**config.mk**
```make
export PLATFORM = sky130hd
export DESIGN_NAME = tool_frame_decoder
export DESIGN_NICKNAME = d
export VERILOG_FILES = /design/src/design/tfd_pkg.sv /design/src/design/tool_frame_decoder.sv /design/src/design/tfd_frame_check.sv
export VERILOG_INCLUDE_DIRS = /design/src /design/src/design
export SDC_FILE = /design/constraint.sdc
export NUM_CORES = 1
export LEC_CHECK = 0
export ABC_CLOCK_PERIOD_IN_PS = 6000
export BUFFER_PORTS_ARGS = -buffer_cell sky130_fd_sc_hd__buf_2
export CAP_MARGIN = 20
export CORE_MARGIN = 2
export CORE_UTILIZATION = 30
export CTS_BUF_LIST = sky130_fd_sc_hd__clkbuf_4
export CTS_CLUSTER_DIAMETER = 30
export DETAILED_ROUTE_END_ITERATION = 7
export PLACE_DENSITY_LB_ADDON = 0.05
export SLEW_MARGIN = 25
export SYNTH_ARGS = -nofsm -noshare
export SYNTH_HDL_FRONTEND = slang
export SYNTH_SLANG_ARGS = --single-unit
```
**constraint.sdc**
```tcl
create_clock -name clk -period 6 [get_ports clk]
set_input_delay 0.9 -clock clk [delete_from_list [all_inputs] [get_ports clk]]
set_output_delay 0.9 -clock clk [all_outputs]
set_load 0.01 [all_outputs]
```
**src/design/tool_frame_decoder_defines.svh**
```systemverilog
// Assertion macros used by the tool frame decoder top level.
`ifndef TOOL_FRAME_DECODER_DEFINES_SVH
`define TOOL_FRAME_DECODER_DEFINES_SVH

// Checked on every rising clk edge outside of reset.
`define TFD_ASSERT(lbl, prop, msg) \
  lbl: assert property (@(posedge clk) disable iff (rst) prop) else $error(msg);

// Checked on every rising clk edge, reset cycles included.
`define TFD_ASSERT_ALWAYS(lbl, prop, msg) \
  lbl: assert property (@(posedge clk) prop) else $error(msg);

`endif

```
**src/design/tfd_pkg.sv**
```systemverilog
// Shared types and constants of the tool frame decoder.
`default_nettype none

package tfd_pkg;

  localparam int unsigned FORCE_W = 14;
  localparam int unsigned CNT_W   = 3;

  typedef logic [7:0]         frame_byte_t;
  typedef logic [FORCE_W-1:0] force_t;
  typedef logic [CNT_W-1:0]   count_t;

  typedef enum logic [1:0] {
    TOOL_NONE  = 2'd0,
    TOOL_BRUSH = 2'd1,
    TOOL_KNIFE = 2'd2,
    TOOL_PIP   = 2'd3
  } tool_t;

  localparam frame_byte_t ASCII_ZERO   = 8'h30;
  localparam frame_byte_t ASCII_NINE   = 8'h39;
  localparam frame_byte_t LETTER_BRUSH = 8'h62;
  localparam frame_byte_t LETTER_KNIFE = 8'h6b;
  localparam frame_byte_t LETTER_PIP   = 8'h70;
  localparam frame_byte_t HELD_CODE    = 8'h01;

  localparam count_t COUNTER_MAX      = 3'd7;
  localparam count_t THRESHOLD_RESET  = 3'd2;

  localparam force_t WEIGHT_THOUSANDS = 14'd1000;
  localparam force_t WEIGHT_HUNDREDS  = 14'd100;
  localparam force_t WEIGHT_TENS      = 14'd10;

  // Decoded view of one frame, handed from the frame checker to the top.
  typedef struct packed {
    logic   rejected;
    logic   held;
    tool_t  tool;
    force_t force_val;
  } decode_t;

endpackage

`default_nettype wire

```
**src/design/tool_frame_decoder.sv**
```systemverilog
// Top level of the tool frame decoder: frame register, tool state and result register.
//
// Usage: each input word on the in_valid/in_ready channel is one complete
// six-byte tool frame (letter, held byte, four ASCII digits). Every accepted
// word yields exactly one result word on the out_valid/out_ready channel,
// carrying the active tool, the stored brush and knife forces and a reject
// flag that asks the sender to resync.
// Path: an accepted word lands in the frame register, and its result is
// loaded from there into the output register once that register is free or
// being emptied. Throughput: one word per cycle while out_ready stays high;
// the tool state update is a single pass of decode and counter logic between
// the frame register and the output register.
// Stalls: while out_ready is low the result holds; one further word may wait
// in the frame register, after which in_ready drops until the result is taken.
// Reset (rst, synchronous): both stages empty, no active tool, counter and
// forces zero, switch threshold back to 2.
// Configuration: cfg_we writes cfg_wdata into the switch threshold; write
// only while no word is in flight.
`default_nettype none

`include "tool_frame_decoder_defines.svh"

module tool_frame_decoder (
  input  wire logic                   clk,
  input  wire logic                   rst,
  input  wire logic                   cfg_we,
  input  wire logic [2:0]             cfg_wdata,
  input  wire logic                   in_valid,
  output logic                        in_ready,
  input  wire logic [7:0]             tool_letter,
  input  wire logic [7:0]             held_byte,
  input  wire logic [7:0]             digit_thousands,
  input  wire logic [7:0]             digit_hundreds,
  input  wire logic [7:0]             digit_tens,
  input  wire logic [7:0]             digit_ones,
  output logic                        out_valid,
  input  wire logic                   out_ready,
  output logic [1:0]                  active_tool_out,
  output logic [tfd_pkg::FORCE_W-1:0] brush_force_out,
  output logic [tfd_pkg::FORCE_W-1:0] knife_force_out,
  output logic                        frame_rejected
);
  import tfd_pkg::*;

  // Configuration.
  count_t switch_threshold;

  // Frame register.
  logic        frame_valid;
  frame_byte_t frame_letter;
  frame_byte_t frame_held;
  frame_byte_t frame_d3;
  frame_byte_t frame_d2;
  frame_byte_t frame_d1;
  frame_byte_t frame_d0;

  // Tool state.
  tool_t  active_tool;
  tool_t  active_tool_next;
  count_t change_counter;
  count_t change_counter_next;
  force_t brush_force;
  force_t brush_force_next;
  force_t knife_force;
  force_t knife_force_next;

  decode_t dec;
  logic    advance;

  // The frame moves on whenever the output register is free or being emptied.
  assign advance  = frame_valid && (!out_valid || out_ready);
  assign in_ready = !frame_valid || advance;

  always_ff @(posedge clk) begin
    if (rst) begin
      switch_threshold <= THRESHOLD_RESET;
    end else if (cfg_we) begin
      switch_threshold <= cfg_wdata;
    end
  end

  always_ff @(posedge clk) begin
    if (rst) begin
      frame_valid <= 1'b0;
    end else if (in_ready) begin
      frame_valid <= in_valid;
    end
  end

  always_ff @(posedge clk) begin
    if (in_valid && in_ready) begin
      frame_letter <= tool_letter;
      frame_held   <= held_byte;
      frame_d3     <= digit_thousands;
      frame_d2     <= digit_hundreds;
      frame_d1     <= digit_tens;
      frame_d0     <= digit_ones;
    end
  end

  tfd_frame_check u_check (
    .tool_letter     (frame_letter),
    .held_byte       (frame_held),
    .digit_thousands (frame_d3),
    .digit_hundreds  (frame_d2),
    .digit_tens      (frame_d1),
    .digit_ones      (frame_d0),
    .dec             (dec)
  );

  // A held frame for another tool bumps the debounce counter (saturating);
  // a held frame for the active tool clears it. A release frame only drops
  // its tool when that tool is active. Rejected frames leave all state alone.
  always_comb begin
    active_tool_next    = active_tool;
    change_counter_next = change_counter;
    brush_force_next    = brush_force;
    knife_force_next    = knife_force;
    if (!dec.rejected) begin
      if (dec.held) begin
        if (active_tool != dec.tool) begin
          if (change_counter != COUNTER_MAX) begin
            change_counter_next = change_counter + count_t'(1);
          end
        end else begin
          change_counter_next = '0;
        end
        if (change_counter_next > switch_threshold) begin
          active_tool_next = dec.tool;
        end
        if (dec.tool == TOOL_BRUSH) begin
          brush_force_next = dec.force_val;
        end
        if (dec.tool == TOOL_KNIFE) begin
          knife_force_next = dec.force_val;
        end
      end else if (active_tool == dec.tool) begin
        active_tool_next = TOOL_NONE;
      end
    end
  end

  always_ff @(posedge clk) begin
    if (rst) begin
      active_tool    <= TOOL_NONE;
      change_counter <= '0;
      brush_force    <= '0;
      knife_force    <= '0;
    end else if (advance) begin
      active_tool    <= active_tool_next;
      change_counter <= change_counter_next;
      brush_force    <= brush_force_next;
      knife_force    <= knife_force_next;
    end
  end

  // Output register.
  always_ff @(posedge clk) begin
    if (rst) begin
      out_valid <= 1'b0;
    end else if (advance) begin
      out_valid <= 1'b1;
    end else if (out_ready) begin
      out_valid <= 1'b0;
    end
  end

  always_ff @(posedge clk) begin
    if (advance) begin
      active_tool_out <= active_tool_next;
      brush_force_out <= brush_force_next;
      knife_force_out <= knife_force_next;
      frame_rejected  <= dec.rejected;
    end
  end

  `TFD_ASSERT(a_reject_keeps_state, (advance && dec.rejected) |=> ($stable(active_tool) && $stable(change_counter) && $stable(brush_force) && $stable(knife_force)), "rejected frame changed tool state")
  `TFD_ASSERT(a_idle_keeps_state, !advance |=> ($stable(active_tool) && $stable(change_counter)), "tool state changed without a frame")
  `TFD_ASSERT(a_result_matches_state, advance |=> (out_valid && (active_tool_out == active_tool) && (brush_force_out == brush_force) && (knife_force_out == knife_force)), "result does not match tool state")
  `TFD_ASSERT_ALWAYS(a_reset_empties, rst |=> (!out_valid && !frame_valid && (active_tool == TOOL_NONE)), "pipeline not empty after reset")

endmodule

`default_nettype wire

```
**src/design/tfd_frame_check.sv**
```systemverilog
// Frame checker: validates letter and digits and forms the decimal force.
`default_nettype none

module tfd_frame_check (
  input  wire logic [7:0]      tool_letter,
  input  wire logic [7:0]      held_byte,
  input  wire logic [7:0]      digit_thousands,
  input  wire logic [7:0]      digit_hundreds,
  input  wire logic [7:0]      digit_tens,
  input  wire logic [7:0]      digit_ones,
  output tfd_pkg::decode_t     dec
);
  import tfd_pkg::*;

  logic  digits_ok;
  tool_t tool;

  function automatic logic is_digit(input frame_byte_t b);
    return (b >= ASCII_ZERO) && (b <= ASCII_NINE);
  endfunction

  assign digits_ok = is_digit(digit_thousands) && is_digit(digit_hundreds) &&
                     is_digit(digit_tens) && is_digit(digit_ones);

  always_comb begin
    unique case (tool_letter)
      LETTER_BRUSH: begin
        tool = TOOL_BRUSH;
      end
      LETTER_KNIFE: begin
        tool = TOOL_KNIFE;
      end
      LETTER_PIP: begin
        tool = TOOL_PIP;
      end
      default: begin
        tool = TOOL_NONE;
      end
    endcase
  end

  // For a valid ASCII digit the low nibble is the digit value.
  assign dec.force_val = force_t'(digit_thousands[3:0]) * WEIGHT_THOUSANDS
                       + force_t'(digit_hundreds[3:0])  * WEIGHT_HUNDREDS
                       + force_t'(digit_tens[3:0])      * WEIGHT_TENS
                       + force_t'(digit_ones[3:0]);

  assign dec.tool     = tool;
  assign dec.held     = (held_byte == HELD_CODE);
  assign dec.rejected = !digits_ok || (tool == TOOL_NONE);

endmodule

`default_nettype wire

```
* Word level (Yosys, flattened, before mapping) *
Index checks and enable logic that the tools add are counted.

cells by class
  magnitude comparators = 9
  eq/ne operators = 9
  multiplexer cells = 17
  bitwise operators = 1
  multiply operators = 3
  add/subtract/negate cells = 4
  reduce and logical (&&, ||, !) cells = 18

operators with widths
  kind                                                                                  count
  14-bit two-way mux                                                                    6
  8-bit by 6-bit greater-or-equal comparator with 1-bit output (second input constant)  4
  8-bit by 6-bit <= comparator with 1-bit output (second input constant)                4
  8-bit by 7-bit equality test with 1-bit output (second input constant)                3
  14-bit by 11-bit adder with 14-bit output                                             1
  14-bit by 4-bit adder with 14-bit output                                              1
  14-bit by 8-bit adder with 14-bit output                                              1
  3-bit two-way mux                                                                     4
  4-bit by 7-bit multiplier with 11-bit output (second input constant)                  1
  1-bit logical AND                                                                     9
  4-bit by 5-bit multiplier with 9-bit output (second input constant)                   1
  8-bit by 1-bit equality test with 1-bit output (second input constant)                1
  2-bit two-way mux                                                                     4
  4-bit by 3-bit multiplier with 7-bit output (second input constant)                   1
  2-bit case mux with 3 select lines                                                    1
  3-bit by 1-bit adder with 3-bit output (second input constant)                        1
  3-bit greater-than comparator                                                         1
  1-bit zero test                                                                       3
  1-bit logical OR                                                                      3
  3-bit != test (second input constant)                                                 1
  3-bit AND reduction                                                                   1
  2-bit by 1-bit equality test with 1-bit output (second input constant)                1
  2-bit equality test                                                                   1
  2-bit equality test (second input constant)                                           1
  5 further kinds                                                                       6

word-level totals
  flip-flop bits (word level) = 117

* Logic depth before layout (Yosys ltp) *
Gate-level depths: netlist of run 1.

  word-level depth = 12
  mapped depth = 18

* By module *
Synthesis of run 1 repeated with hierarchy kept, for this count alone.

second synthesis, totals
  cell total of the unflattened synthesis = 519
  area total of the unflattened synthesis = 6463.7 um2

by module, submodules not included
  module              times used  cells an instance  sequential area each (um2)  area each (um2)
  tool_frame_decoder  1           289                3133.0                      4466.8
  tfd_frame_check     1           230                0.0                         1996.9

* Worst setup path before layout of run 1 *
Ideal clock, no wire load.

  path kind = reg2reg
  from = register frame_d3[2]
  to = register brush_force_out[13] (netlist name), data pin
  data arrival time = 4459 ps
  path slack = 1274 ps
  buffers on the path = 0
  cell stages (with the launch flop) = 18
  data required time = 5733 ps
  setup time = 267 ps
  cell sequence = edfxtp_1 fa_1 inv_1 fa_1 inv_1 ha_1 a21o_1 a21oi_1 xor2_1 ha_1 ha_1 ha_1 and3_1 o2111a_1 o311ai_0 o211ai_1 nand2_1 o21ai_0

on the way
  word-level cells in the longest chain between the ends = 8
  elaborated cells between the ends (all ways) = 15

ends and longest elaborated chain
  element                                                                            RTL line                   text
  start, declared                                                                    tool_frame_decoder.sv:52   frame_byte_t frame_d3;
  start signal, assigned                                                             tool_frame_decoder.sv:94   frame_d3 <= digit_thousands;
  branches (longest 7 deep; another with 14-bit by 11-bit adder with 14-bit output)  n/a
  14-bit two-way mux *                                                               tool_frame_decoder.sv:119  if (!dec.rejected) begin
  via brush_force_next[13]                                                           tool_frame_decoder.sv:63   force_t brush_force_next;
  end signal, assigned                                                               tool_frame_decoder.sv:171  brush_force_out <= brush_force_next;
  end, declared                                                                      tool_frame_decoder.sv:39   output logic [tfd_pkg::FORCE_W-1:0] brush_force_out,

Mark *: on every way through the listed nets, which the timed path passes.
A chain may end at the register's enable or synchronous reset.

* Worst setup path in the final report of run 1 *
  from = register frame_d3[2]
  to = register knife_force_out[13] (netlist name), data pin

on the way
  word-level cells in the longest chain between the ends = 8
  elaborated cells between the ends (all ways) = 15

ends and longest elaborated chain
  element                                                                            RTL line                   text
  branches (longest 7 deep; another with 14-bit by 11-bit adder with 14-bit output)  n/a
  14-bit two-way mux *                                                               tool_frame_decoder.sv:119
  via knife_force_next[13]                                                           tool_frame_decoder.sv:65   force_t knife_force_next;
  end signal, assigned                                                               tool_frame_decoder.sv:172  knife_force_out <= knife_force_next;
  end, declared                                                                      tool_frame_decoder.sv:40   output logic [tfd_pkg::FORCE_W-1:0] knife_force_out,

Marks and branches as above.

==> results.md, run 1 <==
* GR Util All Layers at 0.133
* Max cap viols at 0
* Slew Viols, Final at 0
* Setup violations, final at 0
* VDD IR max at ~0.16 mV
* Flop pwr share at 0.375
* Post-synth EDFFs at a little under 80
* Worst-path fanout max at 7
* Synth async-reset ratio at 0
* CTS resizes at 0
* Number of synthesis warnings at 0
* Number of core rows at 53
* Status: finished, final reports clean
* DRT Pass-1 Iters at 4
* RSZ-0062 raised after global routing: false
* Die Y at 151 µm
* Worst r2r src: frame_d3[2]
* Fmax at ~190 MHz
* Port buffer count at between 80 and 90
* Gr ovfl total at 0
* RePlAce Congestion at between 0.7 and 0.8
* Post-DP HPWL at 10,900 µm
* CP endpoint kind: flip-flop
* H-tree depth at 4
* Power Density at ~320 nW/µm²
* Clk pwr share at 0.260
* Drt via density at between 4 and 5
* Clock Pin Slew Worst Setup and Hold Paths at between 0.1 and 0.15 ns
* WHS at about 0.47 ns
* Gate power share at 0.366
* Layout cell share with drive strength beyond 1 at 0.212
* Root buffer cell: clkbuf_4
* Die area at 22,900 µm²
* Arr. time, crit path at between 5 and 6 ns
* Number of remaining DRC errors at 0
* Most used DFF post-synth: edfxtp_1
* Post-synthesis sequential area ratio at 0.482
* Min Clock Period, post-route at 5.25 ns
* Fin Setup TNS at 0 ns
* Initial Utilization at 0.307
* Vias at 4,384
* Switching fraction of total power at 0.365
* Internal power at 1550 µW
* Register bit total from synthesis at 117
* Syn Nets at about 700
* Min-delay src: brush_force[8]
* I/O pins at roughly 90
* Mean area per synthesized cell at between 10 and 15 µm²
* HP Class: reg2reg
* Cts bufs inserted at 17
* Leakage at between 0.003 and 0.004 µW
* Synth Cell Area at between 6000 and 7000 µm²
* Clock buffer depth at 2
* Worst Skew at 0.0244 ns
* Worst skew pair latency at between 0.5 and 0.6 ns
* Worst relative slew slack at 0.373
* Switch Pwr at a little under 900 µW
* Setup Fix Bufs, Post-CTS at 0
* Core area at 21,200 µm²
* Synth top area cells: edfxtp_1 (37%), ha_1 (12%), dfxtp_1 (12%), fa_1 (5.2%), mux2i_1 (3.5%)
* Yosys top cell area share at 0.365
* CTS tree: yes
* Critical path class: reg2reg
* CTS Sinks at around 120
* Hold buffer count at CTS at 0
* Worst Tran Pin Value at roughly 0.94 ns
* Initial drt markers at 212
* DRT Wirelength at approximately 15,000 µm
* Area growth from synthesis to layout at 15.7%
* Final net count at between 800 and 900
* Vias in the first global route at approximately 4,300
* Largest net degree at the start of global routing at 49
* CP Data Required Time at approximately 6.3 ns
* Hold Crit Depth at 2
* Synth unique cells at 66
* Crit start category: flip-flop
* Flop2flop setup slack at roughly 0.75 ns
* Reg2reg path depth at 17
* DRT antenna net count at 0
* Routed len/inst at 15.3 µm
* Worst Hold Path EP: brush_force[8]
* Die width at around 150 µm
* Tcrit/Tclk final at 0.875
* Synthesized instance count at 569
* Initial antenna violation count at 1
* Hold Vio Cnt, Final at 0
* RR Endpoint: knife_force_out[13]
* Synth area leader: edfxtp_1
* First-pass GRT wire length at approximately 23,000 µm
## per-stage QoR
step           power (µW)  setup WS (ns)  cell area, µm²  instances   util
2_1_floorplan        1580           1.27            6500        569      -
5_1_grt              2620          0.424            7520        954  0.356
4_1_cts              2470          0.793            7520        953  0.355
6_report             2430          0.753            7520        954  0.356
3_5_place_dp         1820          0.843            7220        921  0.341
3_3_place_gp         1810          0.921            7210        921  0.341
## power groups by stage
stage / Clock [µW] / Combinational, µW / Sequential, µW
6_report: 632 / 890 / 912
5_1_grt: 686 / 1020 / 916
4_1_cts: 653 / 900 / 913
3_5_place_dp: 0 / 888 / 931
3_3_place_gp: 0 / 884 / 930
2_1_floorplan: 0 / 646 / 932
## Yosys cell counts (all sizes together) (10+ instances only)
master / instances
a21oi: 21
dfxtp: 38
edfxtp: 79
fa: 17
ha: 63
inv: 57
mux2i: 23
nand2: 43
nand3: 10
nor2: 43
nor3: 14
o21ai: 30
xnor2: 14
## worst max-delay path by stage
stage                           start                  end  slack, ns  cells past startpoint
after global routing      frame_d3[2]  knife_force_out[13]       0.42                     17
after detailed placement  frame_d3[2]  brush_force_out[13]       0.84                     17
after floorplan           frame_d3[2]  brush_force_out[13]       1.27                     17
final                     frame_d3[2]  knife_force_out[13]       0.75                     17
after CTS                 frame_d3[2]  knife_force_out[13]       0.79                     17
after global placement    frame_d3[2]  brush_force_out[13]       0.92                     17
## critical path: stages (launching register included)
cell	delay, ns
edfxtp_1	0.55
fa_1	0.62
inv_1	0.10
fa_1	0.51
inv_1	0.05
ha_1	0.34
a21o_1	0.17
a21oi_1	0.25
xor2_1	0.18
ha_1	0.25
ha_1	0.30
ha_1	0.35
and3_1	0.20
o2111a_1	0.15
o311ai_0	0.49
o211ai_1	0.23
nand2_1	0.13
o21ai_0	0.08
## cell type report
type | count | area (µm²)
flip-flops and latches | 117 | 3130
fillers | 2133 | 13600
clock inverters | 13 | 160
inverters | 58 | 218
diodes | 1 | 2.50
well taps | 275 | 344
clock buffers | 19 | 143
multi-input cells | 382 | 3070
repair buffers | 89 | 448
## cells by family after synthesis
logic type      Yosys count  synth area share
simple gates            159             0.131
fa+ha+maj                80             0.174
xor+xnor                 21            0.0283
mux                      31            0.0493
buf+inv                  70            0.0454
compound gates           91            0.0907
flops                   117             0.482
## sequential cells by signal (all words and copies together), names as in the netlist, 2 cells and up
name              cells
active_tool           2
active_tool_out       2
brush_force          14
brush_force_out      14
change_counter        3
frame_d0              8
frame_d1              8
frame_d2              8
frame_d3              8
frame_held            8
frame_letter          8
knife_force          14
knife_force_out      14
switch_threshold      3
## placed cells by master (no fill, tap or decap), types with 3 or more instances in the layout
cell / n
nand4_1: 3
dfxtp_1: 38
nor4b_1: 3
or2_2: 6
o21ai_0: 30
clkbuf_4: 19
and3_1: 5
o21bai_1: 3
edfxtp_1: 79
nand2_1: 43
nand2b_1: 3
mux2_2: 8
and4b_1: 3
mux2i_1: 23
inv_1: 57
bufinv_16: 3
buf_2: 88
clkinv_4: 3
a21oi_1: 21
ha_1: 63
xnor2_1: 14
nand3_1: 10
nor2_1: 42
o311ai_0: 3
fa_1: 17
nor2b_1: 7
xor2_1: 7
nor3_1: 14
clkinvlp_4: 4
o211ai_1: 4
o32ai_1: 3
a21o_1: 3
## layer usage
layer  track usage  up-vias  share of wire
met5             0        -              0
met4        0.0407        0          0.011
met3        0.0337       12          0.047
met2         0.200      102           0.44
met1         0.186     2045           0.50
li1              -     2225              -
(Power assumes the default switching activity.)
==> run 2: changes to the inputs <==
--- a/config.mk
+++ b/config.mk
@@ -8,13 +8,13 @@
 export LEC_CHECK = 0
 export ABC_CLOCK_PERIOD_IN_PS = 6000
 export BUFFER_PORTS_ARGS = -buffer_cell sky130_fd_sc_hd__buf_2
-export CAP_MARGIN = 20
+export CAP_MARGIN = 15
 export CORE_MARGIN = 2
 export CORE_UTILIZATION = 30
 export CTS_BUF_LIST = sky130_fd_sc_hd__clkbuf_4
 export CTS_CLUSTER_DIAMETER = 30
 export DETAILED_ROUTE_END_ITERATION = 7
-export PLACE_DENSITY_LB_ADDON = 0.05
+export PLACE_DENSITY = 0.5
 export SLEW_MARGIN = 25
 export SYNTH_ARGS = -nofsm -noshare
 export SYNTH_HDL_FRONTEND = slang
==> run 2 against run 1 <==
  * Non-clock buffer count unchanged
  * Largest power group unchanged
  * Clock skew decreased by 0.0082 ns
  * Register-to-register slack gained 0.04 ns
==> results.md, run 2 (synthesis gave the netlist of run 1 again) <==
* Core area at 21,200 µm² (unchanged)
* Worst relative slew slack at 0.398 (+0.0252)
* Slew Viols, Final at 0 (unchanged)
* Fmax at 192 MHz (+0.83%)
* Die area at 22,900 µm² (unchanged)
* Power Density at 303 nW/µm² (-6.4%)
* Initial drt markers at 202 (-4.7%)
* Hold Vio Cnt, Final at 0 (unchanged)
* I/O pins at 89 (unchanged)
* Leakage at 0.00303 µW (-1.6%)
* Number of remaining DRC errors at 0 (unchanged)
* Worst-path fanout max at 7 (unchanged)
* Final instance area at 7440 µm² (-1.1%)
* Layout cell share with drive strength beyond 1 at 0.209 (-0.00295)
* CP Data Required Time at 6.24 ns (-0.02 ns)
* Die width at 151 µm (unchanged)
* Setup Fix Bufs, Post-CTS at 0 (unchanged)
* VDD IR max at 0.136 mV (-12%)
* DRT antenna net count at 0 (unchanged)
* Die Y at 151 µm (unchanged)
* Area growth from synthesis to layout at 14.5%
* Crit path max-delay family: adder cells
* CTS tree: yes
* Most frequent cell on the critical path: ha_1
* Final Worst Setup Slack at 0.796 ns (+0.0433 ns)
* H-tree depth at 4 (unchanged)
* DRT Pass-1 Iters at 4 (unchanged)
* CP cell instances: fa_1 > inv_1 > fa_1 > inv_1 > ha_1 > a21o_1 > a21oi_1 > xor2_1 > ha_1 > ha_1 > ha_1 > and3_1 > o2111a_1 > o311ai_0 > o211ai_1 > nand2_1 > o21ai_0
* Largest net degree at the start of global routing at 49 (unchanged)
* Final net count at 801 (unchanged)
* Critical path buffers and inverters at 2 (unchanged)
* CP endpoint kind: flip-flop
* Total power at 2250 µW (-7.4%)
* Crit start category: flip-flop
* Commonest non-fill, non-tap cell in the layout: buf_2
* Pre-CTS setup slack at 0.868 ns (+0.0251 ns)
* Slowest-stage cell, CP: fa_1
* Worst Tran Pin Value at 0.901 ns (-0.0377 ns)
* Worst skew pair latency at 0.51 ns (-0.03 ns)
* Hold buffer count at CTS at 0 (unchanged)
* Clock buffer depth at 2 (unchanged)
* Drt via density at 4.66 (+1.5%)
* Max cap viols at 0 (unchanged)
* Initial Utilization at 0.307 (unchanged)
* Setup violations, final at 0 (unchanged)
* CTS resizes at 0 (unchanged)
* Clock Pin Slew Worst Setup and Hold Paths at 0.11 ns (-0.02 ns)
* Root buffer cell: clkbuf_4
* Initial antenna violation count at 1 (unchanged)
* Post-DP HPWL at 10,700 µm (-2.4%)
* Fin Setup TNS at 0 ns (unchanged)
* Gr ovfl total at 0 (unchanged)
* RSZ-0062 raised after global routing: false
* Largest stage delay, worst path at 0.62 ns (about the same)
* First-pass GRT wire length at 21,700 µm (-4.1%)
* GR Util All Layers at 0.124 (-0.00866)
* Tcrit/Tclk final at 0.867 (-0.00722)
* Vias at 4,450 (+1.5%)
* Min Clock Period, post-route at 5.20 ns (-0.0433 ns)
* Port buffer count at 88 (unchanged)
* RePlAce Congestion at 0.846 (+8.3%)
* CTS Sinks at 117 (unchanged)
* DRT Wirelength at 13,700 µm (-6.4%)
* WHS at 0.465 ns (-0.00109 ns)
* Most frequent cells in the layout: buf_2 (88), edfxtp_1 (79), ha_1 (63), inv_1 (57), nand2_1 (43)
* Arr. time, crit path at 5.44 ns (-0.06 ns)
* DP Area at 7210 µm² (about the same)
* Worst Skew at 0.0162 ns (-0.00820 ns)
* Status: finished, final reports clean
* Vias in the first global route at 4,354 (+1.4%)
* Routed len/inst at 14.4 µm (-6.4%)
* HP Class: reg2reg
* Number of core rows at 53 (unchanged)
* Cts bufs inserted at 17 (unchanged)
* Critical path class: reg2reg
run 2: cell count changes in the layout (fill, tap and decap cells not counted), sizes merged:
cell      before  now
clkbuf        19   17
clkinv         7    9
bufinv         3    0
clkinvlp       4    7
run 2: through the flow:
| step | util | instances |
|---|---|---|
| 6_report | 0.352 | 954 |
| 5_1_grt | 0.352 | 954 |
| 4_1_cts | 0.351 | 953 |
| 3_5_place_dp | 0.341 | 921 |
| 3_3_place_gp | 0.341 | 921 |
| 2_1_floorplan | - | 569 |
run 2: final timing paths:
| path | from | to | slack, ns | cells after the start |
|---|---|---|---|---|
| hold reg to reg | brush_force[8] | brush_force[8] | 0.46 | 2 |
| setup reg to reg | frame_d3[2] | brush_force_out[13] | 0.80 | 17 |
| setup / recovery | frame_d3[2] | brush_force_out[13] | 0.80 | 17 |
| hold / removal | brush_force[8] | brush_force[8] | 0.46 | 2 |
run 2: power breakdown:
part / internal, µW / switching (µW)
registers: 893 / 18.8
clock network: 155 / 301
logic: 355 / 532
total: 1400 / 851
run 2: worst min-delay path, delay by kind of cell, from the launching register on:
kind | cells | cell delay, ns
flip-flops | 1 | 0.32
AND/OR/NAND/NOR | 1 | 0.05
AO/OA/AOI/OAI | 1 | 0.05
run 2: cell type report:
type / count / area [µm²]
tap: 275 / 344
timing repair buffer: 89 / 448
multi-input combinational: 382 / 3070
antenna: 1 / 2.50
fill: 2094 / 13700
clock buffer: 17 / 128
clock inverter: 15 / 92.6
sequential: 117 / 3130
inverter: 58 / 218
run 2: per-layer routing:
layer / GRT usage / part of all wire / vias up
met3: 0.0340 / 0.046 / 15
met2: 0.197 / 0.45 / 97
met5: 0 / 0 / -
met4: 0.0355 / 0.014 / 0
li1: - / - / 2228
met1: 0.166 / 0.49 / 2110
